--- src/design/sorted_table_key_search_defines.svh ---
// ---------------------------------------------------------------------------
// sorted_table_key_search_defines.svh
// Assertion macros shared by the key search block.
// ---------------------------------------------------------------------------
`ifndef SORTED_TABLE_KEY_SEARCH_DEFINES_SVH
`define SORTED_TABLE_KEY_SEARCH_DEFINES_SVH

// Same-cycle implication, disabled while reset is asserted
`define STKS_ASSERT_NOW(label, clk, rst_n, ante, cons) \
	label: assert property (@(posedge clk) disable iff (!rst_n) (ante) |-> (cons)) \
		else $error("key search: same-cycle check failed");

// Next-cycle implication, disabled while reset is asserted
`define STKS_ASSERT_NEXT(label, clk, rst_n, ante, cons) \
	label: assert property (@(posedge clk) disable iff (!rst_n) (ante) |=> (cons)) \
		else $error("key search: next-cycle check failed");

`endif

--- src/design/stks_ram.sv ---
// ---------------------------------------------------------------------------
// stks_ram
// Generic simple dual-port RAM: one write port, one registered read port.
// ---------------------------------------------------------------------------
module stks_ram #(
	parameter int WIDTH = 8,
	parameter int DEPTH = 16
) (
	input  logic                             clk,
	input  logic                             we,
	input  logic [$clog2(DEPTH)-1:0]         waddr,
	input  logic [WIDTH-1:0]                 wdata,
	input  logic [$clog2(DEPTH)-1:0]         raddr,
	output logic [WIDTH-1:0]                 rdata
);

	logic [WIDTH-1:0] mem_q [DEPTH];
	logic [WIDTH-1:0] rdata_q;

	// Write and read, read data registered
	always_ff @(posedge clk) begin
		if (we) begin
			mem_q[waddr] <= wdata;
		end
		rdata_q <= mem_q[raddr];
	end

	assign rdata = rdata_q;

endmodule

--- config.mk ---
export PLATFORM = sky130hd
export DESIGN_NAME = stks_ram
export DESIGN_NICKNAME = d
export VERILOG_FILES = /design/src/design/sorted_table_key_search_defines.svh /design/src/design/stks_ram.sv
export SDC_FILE = /design/constraint.sdc
export NUM_CORES = 1
export LEC_CHECK = 0
export BUFFER_PORTS_ARGS = -buffer_cell sky130_fd_sc_hd__buf_2
export CAP_MARGIN = 20
export CORE_MARGIN = 2
export CORE_UTILIZATION = 40
export DETAILED_ROUTE_END_ITERATION = 10
export SLEW_MARGIN = 20
export SYNTH_ARGS = -nofsm -noshare
export SYNTH_HDL_FRONTEND = slang
export SYNTH_SLANG_ARGS = --single-unit
--- constraint.sdc ---
create_clock -name clk -period 2.45 [get_ports clk]
set_input_delay 0.49 -clock clk [delete_from_list [all_inputs] [get_ports clk]]
set_output_delay 0.49 -clock clk [all_outputs]
set_load 0.1 [all_outputs]
==> flow_metrics.tcl <==
set metrics [dict create \
    finalCriticalPeriod_ps 1680 \
    drtIter0Drc 190 \
    die_width_um 117 \
    seq_area_frac_synth 0.778 \
    yosys_warnings 0 \
    grt_max_degree 33 \
    die_h_um 117 \
    clk_latency_ps 410 \
    grt_overflow 0 \
    nNetsFinal 299 \
    crit_path_max_incr_delay_ps 440 \
    timing.critical_path.buf_inv 1 \
    hold_class "primary input to register" \
    setup-violations-final 0 \
    final.period_utilization 0.687 \
    rows 41 \
    maxCapViolations 0 \
    ys_async_sr_fraction 0 \
    synth_top_area_frac 0.747 \
    area_delta_synth_final_pct 19.3 \
    cts_max_path_buffers 2 \
    cts_buffers 17 \
    grt_pass1_vias 2440 \
    cts_tree "done" \
    endpoint_kind "output port" \
    fin_worst_skew_ps 6.42 \
    ctsResizeCount 0 \
    avgSynthCellArea_sq_um 22.5 \
    ys_ff_latch 136 \
    grt_pass1_wl_um 14500 \
    worst_ir_drop_vdd_uv 509 \
    p_switching_mw 1.11 \
    arrival_ps 1190 \
    tightestPinTransition_ps 669 \
    vias 2381 \
    vias_per_cell 5.11 \
    post_cts_buffers 0 \
    clkSlewWorstSetupHoldPaths_ps 50 \
    utilization 0.488 \
    syn-num-nets 247 \
    cp-start-kind "register" \
    clockPowerShare 0.450 \
    postCtsHoldBufs 0 \
    remaining_drc_errors 0 \
    comb_power_share 0.064 \
    switching_share 0.207 \
    p_seq_frac 0.486 \
    antennaDiodeCount 0 \
    p_int_mw 4.27 \
    ys_top_cells_by_count "128 x edfxtp_1, 18 x mux4_2, 16 x a22oi_1" \
    p_leak_nw 2.09 \
    grt.total_usage 0.146 \
    clock-root-buffer "clkbuf_16" \
    status "finished, final reports clean" \
    drt-pass1-iter-count 4 \
    synth_cells 229 \
    synth_area_sq_mm 0.00515 \
    synth_top_flop_cell "edfxtp_1" \
    fmax_mhz 594 \
    wirelength_um 9390 \
    crit_path_max_fanout 1 \
    dp_slack_ps 481 \
    coreArea_sq_mm 0.0126 \
    cp_slowest_cell "buf_2" \
    drive_gt1_frac 0.310 \
    clock-sinks 136 \
    crit_chain "buf_2" \
    slew_headroom 0.553 \
    netlist_top_cells_area "edfxtp_1 75%, mux4_2 7.9%, mux4_1 7.1%, dfxtp_1 3.1%, a22oi_1 2.3%" \
    portBuffers 25 \
    setup_tns_ps 0 \
    grt_setup_unrepaired "false" \
    gp_congestion 0.725 \
    h-tree-depth 4 \
    ant_nets 0 \
    yosysUniqueCellTypes 19 \
    yosysMostFrequentCell "edfxtp_1" \
    synth-edff-count 128 \
    wire_per_inst_um 20.1 \
    power.density_mw_per_mm2 878 \
    crit_required_ps 1960 \
    setup_ws_ps 766 \
    start_util 0.410 \
    finalPower_mw 5.39 \
    antenna_found_initial 0 \
    hold_viol_final 0 \
    drv_slew 0 \
    crit_family "buffers and inverters" \
    yosys.area.top_type "edfxtp_1" \
    io_pins 26 \
    criticalPathCategory "register to output port" \
    dieArea_sq_mm 0.0138 \
    post-dp-hpwl_um 6010 \
]
[per-stage QoR]
step	instances	hold slack [ps]	area [sq um]
6_report	466	468	6140
5_1_grt	466	467	6140
4_1_cts	466	461	6140
3_5_place_dp	434	652	5560
3_3_place_gp	434	649	5560
2_1_floorplan	229	589	5150
[worst paths after layout]
kind	endpoint	cells after the start	startpoint	slack [ps]
worst max-delay path	rdata[3]	1	rdata[3]	770
worst min-delay path	mem_q[7][7]	1	wdata[7]	470
worst max register to register	rdata[4]	3	mem_q[9][4]	1070
worst min register to register	rdata[0]	3	mem_q[12][0]	660
[power groups by stage]
stage                     clock network, mW  logic (mW)  registers (mW)
after global routing                   2.59       0.367            2.62
after CTS                              2.47       0.350            2.62
after global placement                    0       0.344            2.66
final                                  2.42       0.347            2.62
after floorplan                           0       0.132            2.77
after detailed placement                  0       0.349            2.67
[logic make-up (layout without fill, tap and decap cells)]
group	Yosys count	in the layout	synth area share
buf+inv	10	75	0.0168
flops	136	136	0.778
compound gates	16	16	0.0233
simple gates	35	35	0.0318
mux	32	32	0.150
[sequential cells by signal, indices dropped and copies added (netlist names)]
register  count
mem_q       128
rdata         8
[cell usage in the layout (no fill, tap or decap), types with 2 or more instances in the layout]
cell | netlist | final
clkbuf_8 | 0 | 3
dfxtp_1 | 8 | 8
mux4_2 | 18 | 18
clkbuf_1 | 0 | 3
nand2b_1 | 2 | 2
bufinv_16 | 0 | 2
nor2_1 | 13 | 13
edfxtp_1 | 128 | 128
a22oi_1 | 16 | 16
clkbuf_16 | 0 | 17
nand2_1 | 9 | 9
buf_4 | 1 | 16
nand3b_1 | 2 | 2
mux4_1 | 14 | 14
buf_12 | 0 | 2
clkinv_2 | 0 | 6
nor3_1 | 4 | 4
buf_2 | 3 | 25
[metal layers]
layer | GRT usage | wire [um]
met1 | 0.185 | 4280
met2 | 0.231 | 4670
met3 | 0.0447 | 293
met4 | 0.0693 | 138
met5 | 0 | 0
[cell type report]
type | instances | area (sq um)
Clock buffer | 23 | 478
Clock inverter | 9 | 98.8
Fill cell | 1001 | 6430
Multi-Input combinational cell | 83 | 1060
Sequential cell | 136 | 4000
Tap cell | 172 | 215
Timing Repair Buffer | 43 | 285
(Power assumes the default switching activity.)
