**config.mk**
```make
export PLATFORM = sky130hd
export DESIGN_NAME = stks_search
export DESIGN_NICKNAME = d
export VERILOG_FILES = /design/src/design/stks_pkg.sv /design/src/design/stks_search.sv
export VERILOG_INCLUDE_DIRS = /design/src /design/src/design
export SDC_FILE = /design/constraint.sdc
export NUM_CORES = 1
export LEC_CHECK = 0
export ABC_AREA = 1
export BUFFER_PORTS_ARGS = -buffer_cell sky130_fd_sc_hd__clkbuf_2
export CORE_ASPECT_RATIO = 1.75
export CORE_UTILIZATION = 61
export DETAILED_ROUTE_END_ITERATION = 16
export GPL_ROUTABILITY_DRIVEN = 1
export PLACE_DENSITY_LB_ADDON = 0.15
export SETUP_SLACK_MARGIN = 0.15
export SLEW_MARGIN = 20
export SYNTH_ARGS = -nofsm -noshare
export SYNTH_HDL_FRONTEND = slang
export SYNTH_SLANG_ARGS = --single-unit
export TNS_END_PERCENT = 1
```
**constraint.sdc**
```tcl
create_clock -name clk -period 19.25 [get_ports clk]
set_clock_uncertainty 0.2 [all_clocks]
set_input_delay 3.85 -clock clk [delete_from_list [all_inputs] [get_ports clk]]
set_output_delay 3.85 -clock clk [all_outputs]
set_load 0.03 [all_outputs]
```
**src/design/sorted_table_key_search_defines.svh**
```systemverilog
// ---------------------------------------------------------------------------
// sorted_table_key_search_defines.svh
// Assertion macros shared by the key search block.
// ---------------------------------------------------------------------------
`ifndef SORTED_TABLE_KEY_SEARCH_DEFINES_SVH
`define SORTED_TABLE_KEY_SEARCH_DEFINES_SVH

// Same-cycle implication, disabled while reset is asserted
`define STKS_ASSERT_NOW(label, clk, rst_n, ante, cons) \
	label: assert property (@(posedge clk) disable iff (!rst_n) (ante) |-> (cons)) \
		else $error("key search: same-cycle check failed");

// Next-cycle implication, disabled while reset is asserted
`define STKS_ASSERT_NEXT(label, clk, rst_n, ante, cons) \
	label: assert property (@(posedge clk) disable iff (!rst_n) (ante) |=> (cons)) \
		else $error("key search: next-cycle check failed");

`endif

```
**src/design/stks_pkg.sv**
```systemverilog
// ---------------------------------------------------------------------------
// stks_pkg
// Types and constants of the sorted table key search block.
// ---------------------------------------------------------------------------
package stks_pkg;

	// Table geometry
	localparam int TABLE_DEPTH = 1024;
	localparam int KEY_BITS    = 24;
	localparam int ADDR_BITS   = (TABLE_DEPTH > 1) ? $clog2(TABLE_DEPTH) : 1;
	// Signed probe bounds: bot up to TABLE_DEPTH, top down to -1
	localparam int PTR_BITS    = ADDR_BITS + 2;

	// Fixed field widths of the ports
	localparam int IDX_BITS    = 10;
	localparam int SKEY_BITS   = 24;
	localparam int LAST_BITS   = 10;

	typedef enum logic [0:0] {
		OP_WRITE  = 1'b0,
		OP_LOOKUP = 1'b1
	} stks_op_t;

	typedef struct packed {
		stks_op_t              opcode;
		logic [IDX_BITS-1:0]   entry_index;
		logic [SKEY_BITS-1:0]  search_key;
	} stks_in_t;

	typedef struct packed {
		logic                  hit;
		logic [IDX_BITS-1:0]   found_index;
	} stks_out_t;

	// Table memory access from the search engine
	typedef struct packed {
		logic                  we;
		logic [ADDR_BITS-1:0]  waddr;
		logic [KEY_BITS-1:0]   wdata;
		logic [ADDR_BITS-1:0]  raddr;
	} stks_ram_req_t;

endpackage

```
**src/design/stks_search.sv**
```systemverilog
// ---------------------------------------------------------------------------
// stks_search
// Search engine: table writes, binary search probes, then a linear scan on a miss.
// ---------------------------------------------------------------------------
`include "sorted_table_key_search_defines.svh"

module stks_search (
	input  logic                            clk,
	input  logic                            arst_n,
	input  logic                            in_valid,
	output logic                            in_ready,
	input  stks_pkg::stks_in_t              in_data,
	input  logic [stks_pkg::LAST_BITS-1:0]  last_index,
	output stks_pkg::stks_ram_req_t         ram_req,
	input  logic [stks_pkg::KEY_BITS-1:0]   ram_rdata,
	output logic                            res_valid,
	input  logic                            res_ready,
	output stks_pkg::stks_out_t             res
);

	localparam int AB = stks_pkg::ADDR_BITS;
	localparam int PB = stks_pkg::PTR_BITS;

	typedef enum logic [3:0] {
		ST_IDLE = 4'b0001,
		ST_BIN  = 4'b0010,
		ST_LIN  = 4'b0100,
		ST_RES  = 4'b1000
	} stks_state_t;

	stks_state_t                     state_q, state_d;
	logic signed [PB-1:0]            bot_q, bot_d;
	logic signed [PB-1:0]            top_q, top_d;
	logic [AB-1:0]                   probe_q, probe_d;
	logic [stks_pkg::KEY_BITS-1:0]   key_q;
	logic                            hit_q, hit_d;
	logic [AB-1:0]                   idx_q, idx_d;
	logic [AB-1:0]                   last_eff;
	logic signed [PB-1:0]            mid_s;
	logic                            match;
	logic                            accept;

	// Midpoint of the signed bounds, clipped to zero and to the last searched entry
	function automatic logic [AB-1:0] calc_mid(
		input logic signed [PB-1:0] bot,
		input logic signed [PB-1:0] top,
		input logic [AB-1:0]        last
	);
		logic signed [PB-1:0] sum;
		logic signed [PB-1:0] half;
		logic signed [PB-1:0] last_s;
		sum    = bot + top;
		half   = (sum >= 0) ? (sum >>> 1) : '0;
		last_s = signed'(PB'(last));
		if (half > last_s) begin
			half = last_s;
		end
		return AB'(half);
	endfunction

	// Clip the configured last index to the table
	assign last_eff = (32'(last_index) > 32'(stks_pkg::TABLE_DEPTH - 1)) ?
		AB'(stks_pkg::TABLE_DEPTH - 1) : AB'(last_index);

	assign in_ready = (state_q == ST_IDLE);
	assign accept   = in_valid && in_ready;
	assign match    = (ram_rdata == key_q);
	assign mid_s    = signed'(PB'(probe_q));

	// Table write port: writes land straight from the input transaction
	always_comb begin
		ram_req.we    = accept && (in_data.opcode == stks_pkg::OP_WRITE) &&
			(32'(in_data.entry_index) < 32'(stks_pkg::TABLE_DEPTH));
		ram_req.waddr = AB'(in_data.entry_index);
		ram_req.wdata = stks_pkg::KEY_BITS'(in_data.search_key);
		ram_req.raddr = probe_d;
	end

	// Next-state logic: one probe per cycle
	always_comb begin
		state_d = state_q;
		bot_d   = bot_q;
		top_d   = top_q;
		probe_d = probe_q;
		hit_d   = hit_q;
		idx_d   = idx_q;
		case (state_q)
			ST_IDLE: begin
				if (accept && (in_data.opcode == stks_pkg::OP_LOOKUP)) begin
					bot_d   = '0;
					top_d   = signed'(PB'(last_eff));
					probe_d = calc_mid('0, signed'(PB'(last_eff)), last_eff);
					state_d = ST_BIN;
				end
			end
			ST_BIN: begin
				if (match) begin
					hit_d   = 1'b1;
					idx_d   = probe_q;
					state_d = ST_RES;
				end else if (bot_q >= top_q) begin
					probe_d = '0;
					state_d = ST_LIN;
				end else begin
					if (ram_rdata > key_q) begin
						top_d = mid_s - PB'(1);
					end else begin
						bot_d = mid_s + PB'(1);
					end
					probe_d = calc_mid(bot_d, top_d, last_eff);
				end
			end
			ST_LIN: begin
				if (match) begin
					hit_d   = 1'b1;
					idx_d   = probe_q;
					state_d = ST_RES;
				end else if (probe_q == last_eff) begin
					hit_d   = 1'b0;
					idx_d   = '0;
					state_d = ST_RES;
				end else begin
					probe_d = probe_q + AB'(1);
				end
			end
			ST_RES: begin
				if (res_ready) begin
					state_d = ST_IDLE;
				end
			end
			default: begin
				state_d = ST_IDLE;
			end
		endcase
	end

	// Control state
	always_ff @(posedge clk or negedge arst_n) begin
		if (!arst_n) begin
			state_q <= ST_IDLE;
		end else begin
			state_q <= state_d;
		end
	end

	// Search bounds, probe address and result hold
	always_ff @(posedge clk) begin
		bot_q   <= bot_d;
		top_q   <= top_d;
		probe_q <= probe_d;
		hit_q   <= hit_d;
		idx_q   <= idx_d;
		if (accept) begin
			key_q <= stks_pkg::KEY_BITS'(in_data.search_key);
		end
	end

	assign res_valid       = (state_q == ST_RES);
	assign res.hit         = hit_q;
	assign res.found_index = hit_q ? stks_pkg::IDX_BITS'(idx_q) : '0;

	// A lookup always starts with a binary probe
	`STKS_ASSERT_NEXT(a_lookup_starts_bin, clk, arst_n,
		accept && (in_data.opcode == stks_pkg::OP_LOOKUP), state_q == ST_BIN)
	// Bounds never cross by more than one entry
	`STKS_ASSERT_NOW(a_bounds_order, clk, arst_n,
		state_q == ST_BIN, bot_q <= top_q + PB'(1))
	// Probes stay inside the searched range
	`STKS_ASSERT_NOW(a_probe_in_range, clk, arst_n,
		(state_q == ST_BIN) || (state_q == ST_LIN), probe_q <= last_eff)
	// A reported index lies inside the searched range
	`STKS_ASSERT_NOW(a_hit_in_range, clk, arst_n,
		res_valid && hit_q, idx_q <= last_eff)

endmodule
```
==> run metrics, run 1 <==
fillers=858; WP data required=15,200 ps; Max Fclk=0.0726 GHz; crit path capture=ram_req[1]; post-layout min period=13,770 ps; drt total wl=17.0 mm; Nets=1,019; area grow syn2layout=11.3%; hold crit path type=flop to flop; reg2reg end=probe_q[1]$_DFF_P_; Synth top area share=0.282; predominant post-synthesis flop cell=edfxtp_1; # diodes=0; top post-synthesis cells by area=edfxtp_1 (28%), ha_1 (13%), nand2_1 (10%); Synth Instances=808; worst slew pin tran=1030 ps; clock slew at reported path FFs=60 ps; CP endpoint kind=output port; Yosys top cell by area=edfxtp_1; CTS Buf Count=9; count of final hold-check violations=0; Arr. time, crit path=9720 ps; Warnings, synthesis=0; Die ar.=10,700 um2; R2R cell count=29; Post-Layout Cell Count=1,009; Global Route Usage Sum=0.328; chip height=136 um; Mapped Nets=948; crit-path max cell delay=430 ps; Root Driver=clkbuf_16; Cell variety after synth=50; average size of a mapped cell=7.78 um2; TritonCTS clock tree=yes; max cap viols=0; RSZ-0062 raised after global routing=false; Power Density=181 nW/um2; Max stage delay cell, worst path=nand2_2; global-route wire length before repair=26.5 mm; status=completed; setup bufs post-CTS=0; Worst Setup Start Kind=input port; Final setup viols=0; Leakage=3.58 nW; DRT iter0 DRCs=331; crit-path max FO=29; vias=5,737; IO Port Bufs=110; number of synthesized register bits=73; setup_tns=0 ps; Final period util=0.715; vias in the first global route=5,707; Async SR Flop Fraction=0.0548; wire length per cell=16.8 um; DRC violation count after routing=0; layout cells sized above 1=0.207; gp weighted congestion=0.972; initial antenna violation count=0; Placed Cells=993; deepest clock path buffer count=2; worst skew pair latency=340 ps; synthesized area=6290 um2; dpl hpwl=13.8 mm; Initial Util=0.631; clk sinks=73; area of the core=9970 um2; I/O pins=131; most used cell, CP=nand2_1; critical path class=input port to output port; register area share after synthesis=0.330; Pre-antenna DRT Iters=5; number of synthesized flops with an enable pin=59; FF-to-FF setup slack=13,070 ps; Resize count post-CTS=0; Horiz. Die Dim=78.8 um; total global routing overflow=0; Via-to-Cell Ratio=5.69; Slew headroom=0.310; CTS H-Tree Depth=3; worst r2r src=key_q[21]$_DFFE_PP_; Peak VDD IR=0.182 mV; largest net degree at the start of global routing=30; residual antenna-violating net count after detailed routing=0; floorplan row count=48; Slew Viols, Final=0; CP startpoint=ram_rdata[21]; Post-CTS Hold Fix Bufs=0
[power breakdown]
part | internal [mW] | total (mW) | switching [mW]
Combinational | 0.261 | 0.831 | 0.570
Clock | 0.125 | 0.187 | 0.0616
Sequential | 0.220 | 0.252 | 0.0320
[cells by family after synthesis]
group	after synthesis	share of synthesized area
buffers and inverters	188	0.138
AO/OA/AOI/OAI	139	0.131
adder cells (fa/ha/maj)	67	0.135
flip-flops	73	0.330
XOR/XNOR	19	0.0265
AND/OR/NAND/NOR	322	0.241
[worst max-delay path, delay by kind of cell]
kind | cells | cell delay [ps]
adders and majority gates | 3 | 940
and+or+nand+nor | 12 | 1980
AOI/OAI and AO/OA | 9 | 1910
buffers and inverters | 6 | 1030
[how the worst min path moves through the flow]
stage / start / end / cells past startpoint
floorplan: bot_q[10]$_SDFFCE_PN0P_ / bot_q[10]$_SDFFCE_PN0P_ / 2
global placement: probe_q[0]$_DFF_P_ / probe_q[0]$_DFF_P_ / 2
detailed placement: probe_q[4]$_DFF_P_ / probe_q[4]$_DFF_P_ / 2
CTS: probe_q[0]$_DFF_P_ / probe_q[0]$_DFF_P_ / 2
global route: probe_q[0]$_DFF_P_ / probe_q[0]$_DFF_P_ / 2
finish: probe_q[0]$_DFF_P_ / probe_q[0]$_DFF_P_ / 2
[metal layers]
metal | track usage | part of all wire | up-vias
met4 | 0.225 | 0.065 | 0
met3 | 0.0463 | 0.050 | 72
li1 | - | - | 2776
met5 | 0 | 0 | -
met2 | 0.622 | 0.53 | 246
met1 | 0.316 | 0.35 | 2643
[synth_stat cells, types with 3 or more instances]
cell	count
xnor2_1	4
a21o_1	3
edfxtp_1	59
a221oi_1	4
nor2_1	66
a21oi_1	51
inv_1	129
clkbuf_1	10
nand3_2	4
nand2_1	172
nor3_1	7
o22ai_1	10
nand3_1	27
nand4_2	3
o21ai_0	47
nand2_2	12
buf_4	36
nand3_4	3
o211ai_1	3
nand4_1	5
buf_2	3
o21ai_2	3
a21oi_2	5
nor2_2	5
xor2_1	15
a211oi_1	4
ha_1	66
dfxtp_1	10
nand2_4	7
inv_2	4
dfrtp_1	3
[layout make-up]
class	instances	area, um2	area share
multi-input cells	547	3360	0.480
well taps	125	156	0.0223
clock buffers	9	225	0.0322
clock inverters	7	109	0.0156
inverters	137	520	0.0744
repair buffers	111	558	0.0797
flip-flops and latches	73	2070	0.296
[cells in the final DEF, fill, tap and decap left out, drive strengths merged, types with 3 or more instances in the layout]
| cell | count |
|---|---|
| a211oi | 4 |
| a21o | 3 |
| a21oi | 56 |
| a221oi | 4 |
| bufinv | 3 |
| clkbuf | 119 |
| clkinv | 8 |
| dfrtp | 3 |
| dfxtp | 10 |
| edfxtp | 59 |
| ha | 66 |
| inv | 133 |
| nand2 | 192 |
| nand3 | 34 |
| nand4 | 8 |
| nor2 | 73 |
| nor3 | 9 |
| o211ai | 3 |
| o21ai | 51 |
| o22ai | 10 |
| xnor2 | 4 |
| xor2 | 15 |
[sequential cells by signal, indices dropped and copies added, names as in the netlist]
name and flops:
key_q 24, bot_q 12, top_q 12, idx_q 10, probe_q 10, state_q 4
hit_q 1
[through the flow]
stage | power, mW | cell area [um2] | util | hold slack, ps | setup WS, ps
after CTS | 1.26 | 7000 | 0.702 | 405 | 5450
after floorplan | 0.859 | 6290 | - | 407 | 6870
final | 1.27 | 7000 | 0.702 | 402 | 5480
after detailed placement | 1.07 | 6670 | 0.669 | 393 | 5470
after global routing | 1.36 | 7000 | 0.702 | 457 | 4870
after global placement | 1.05 | 6660 | 0.668 | 384 | 5800
Note: power is estimated with default switching activity, not from simulation.
==> run 2: changes to the inputs <==
--- a/config.mk
+++ b/config.mk
@@ -9,7 +9,7 @@
 export ABC_AREA = 1
 export BUFFER_PORTS_ARGS = -buffer_cell sky130_fd_sc_hd__clkbuf_2
 export CORE_ASPECT_RATIO = 1.75
-export CORE_UTILIZATION = 61
+export CORE_UTILIZATION = 51
 export DETAILED_ROUTE_END_ITERATION = 16
 export GPL_ROUTABILITY_DRIVEN = 1
 export PLACE_DENSITY_LB_ADDON = 0.15
==> constraint.sdc (replaced) <==
create_clock -name clk -period 11.8 [get_ports clk]
set_clock_uncertainty 0.2 [all_clocks]
set_input_delay 2.36 -clock clk [delete_from_list [all_inputs] [get_ports clk]]
set_output_delay 2.36 -clock clk [all_outputs]
set_load 0.03 [all_outputs]
==> run metrics, run 2 (same netlist as run 1, synthesis figures left out) <==
status=completed; post-layout min period=10,800 ps; Max Fclk=0.0926 GHz; layout cells sized above 1=0.209; global-route wire length before repair=26.6 mm; CTS H-Tree Depth=3; CTS Buf Count=9; most used cell, CP=nand2_1; DRT iter0 DRCs=316; met3 WL post-DR=713 um; Die ar.=12,800 um2; RSZ-0062 raised after global routing=false; vias in the first global route=5,413; area grow syn2layout=11.6%; Via-to-Cell Ratio=5.38; residual antenna-violating net count after detailed routing=0; DRC violation count after routing=0; met2 WL=9.08 mm; count of final hold-check violations=0; Global Route Usage Sum=0.274; max cap viols=0; post-route cell area=7020 um2; Slew Viols, Final=0; commonest non-fill, non-tap cell in the layout=nand2_1; worst slew pin tran=848 ps; worst skew pair latency=340 ps; crit-path max cell delay=450 ps; Power Density=292 nW/um2; Final setup viols=0; WP data required=9240 ps; initial antenna violation count=0; crit-path max FO=29; Resize count post-CTS=0; max reg flops=24; Worst Setup Start Kind=input port; fillers=1,141; IO Port Bufs=110; Final period util=0.915; vias=5,654; Post-Layout Cell Count=1,050; area of the core=12,000 um2; DR top layer=met4; most frequent cells in the layout=nand2_1 (171), inv_1 (129), clkbuf_2 (110); setup bufs post-CTS=0; drt total wl=17.3 mm; Nets=1,020; Peak VDD IR=0.237 mV; deepest clock path buffer count=2; setup_tns=0 ps; Root Driver=clkbuf_16; I/O pins=131; Placed Cells=1,034; met1 WL=6.35 mm; Horiz. Die Dim=85.9 um; area post-placement=6720 um2; Max stage delay cell, worst path=nand2_2; critical path class=input port to output port; dpl hpwl=14.1 mm; CP endpoint kind=output port; Slew headroom=0.433; biggest regs=key_q (24), bot_q (12), top_q (12); gp weighted congestion=1.00; largest net degree at the start of global routing=30; most flop-heavy register=key_q; Arr. time, crit path=8240 ps; Pre-antenna DRT Iters=5; TritonCTS clock tree=yes; total global routing overflow=0; clk sinks=73; clock slew at reported path FFs=70 ps; wire length per cell=16.4 um; # diodes=0; floorplan row count=53; Post-CTS Hold Fix Bufs=0; Initial Util=0.524; hold crit path type=flop to flop; Leakage=3.56 nW; chip height=149 um
## run 2: final timing paths
kind,from,depth (start not counted),slack [ps],to
worst min-delay path,probe_q[7]$_DFF_P_,2,420,probe_q[7]$_DFF_P_
worst min register to register,probe_q[7]$_DFF_P_,2,420,probe_q[7]$_DFF_P_
worst max register to register,key_q[17]$_DFFE_PP_,31,5600,probe_q[0]$_DFF_P_
worst max-delay path,ram_rdata[17],32,1000,ram_req[0]
min in group asynchronous,arst_n,1,1610,state_q[3]$_DFFE_PN0P_
max in group asynchronous,arst_n,1,9590,state_q[0]$_DFFE_PN1P_
## run 2: worst max-delay path: cells and delay by family
family                     cells  cell delay, ps
and+or+nand+nor               16            2250
AOI/OAI and AO/OA              7            1650
buffers and inverters          6            1010
adders and majority gates      3             930
## run 2: final cells by class
cell class	instances	area [um2]	share of cell area
well taps	165	206	0.0294
clock inverters	6	68.8	0.00981
inverters	137	520	0.0742
clock buffers	10	229	0.0326
repair buffers	112	566	0.0806
multi-input cells	547	3350	0.478
flip-flops and latches	73	2070	0.295
## run 2: layer usage
layer,vias up,track usage
met5,-,0
met1,2610,0.287
met4,0,0.171
met2,208,0.505
met3,65,0.0349
li1,2771,-
## run 2: report_power, final
group	switching, mW	total [mW]	internal (mW)
clock network	0.113	0.278	0.165
registers	0.0547	0.412	0.357
logic	0.935	1.36	0.425
total	1.10	2.05	0.947
## run 2: metrics by stage
step	total power, mW	util	setup WS [ps]	hold WS [ps]
finish	2.05	0.585	1000	418
global route	2.20	0.585	395	436
CTS	2.04	0.584	1040	409
detailed placement	1.76	0.560	1060	403
global placement	1.75	0.560	1190	384
floorplan	1.40	-	2400	407
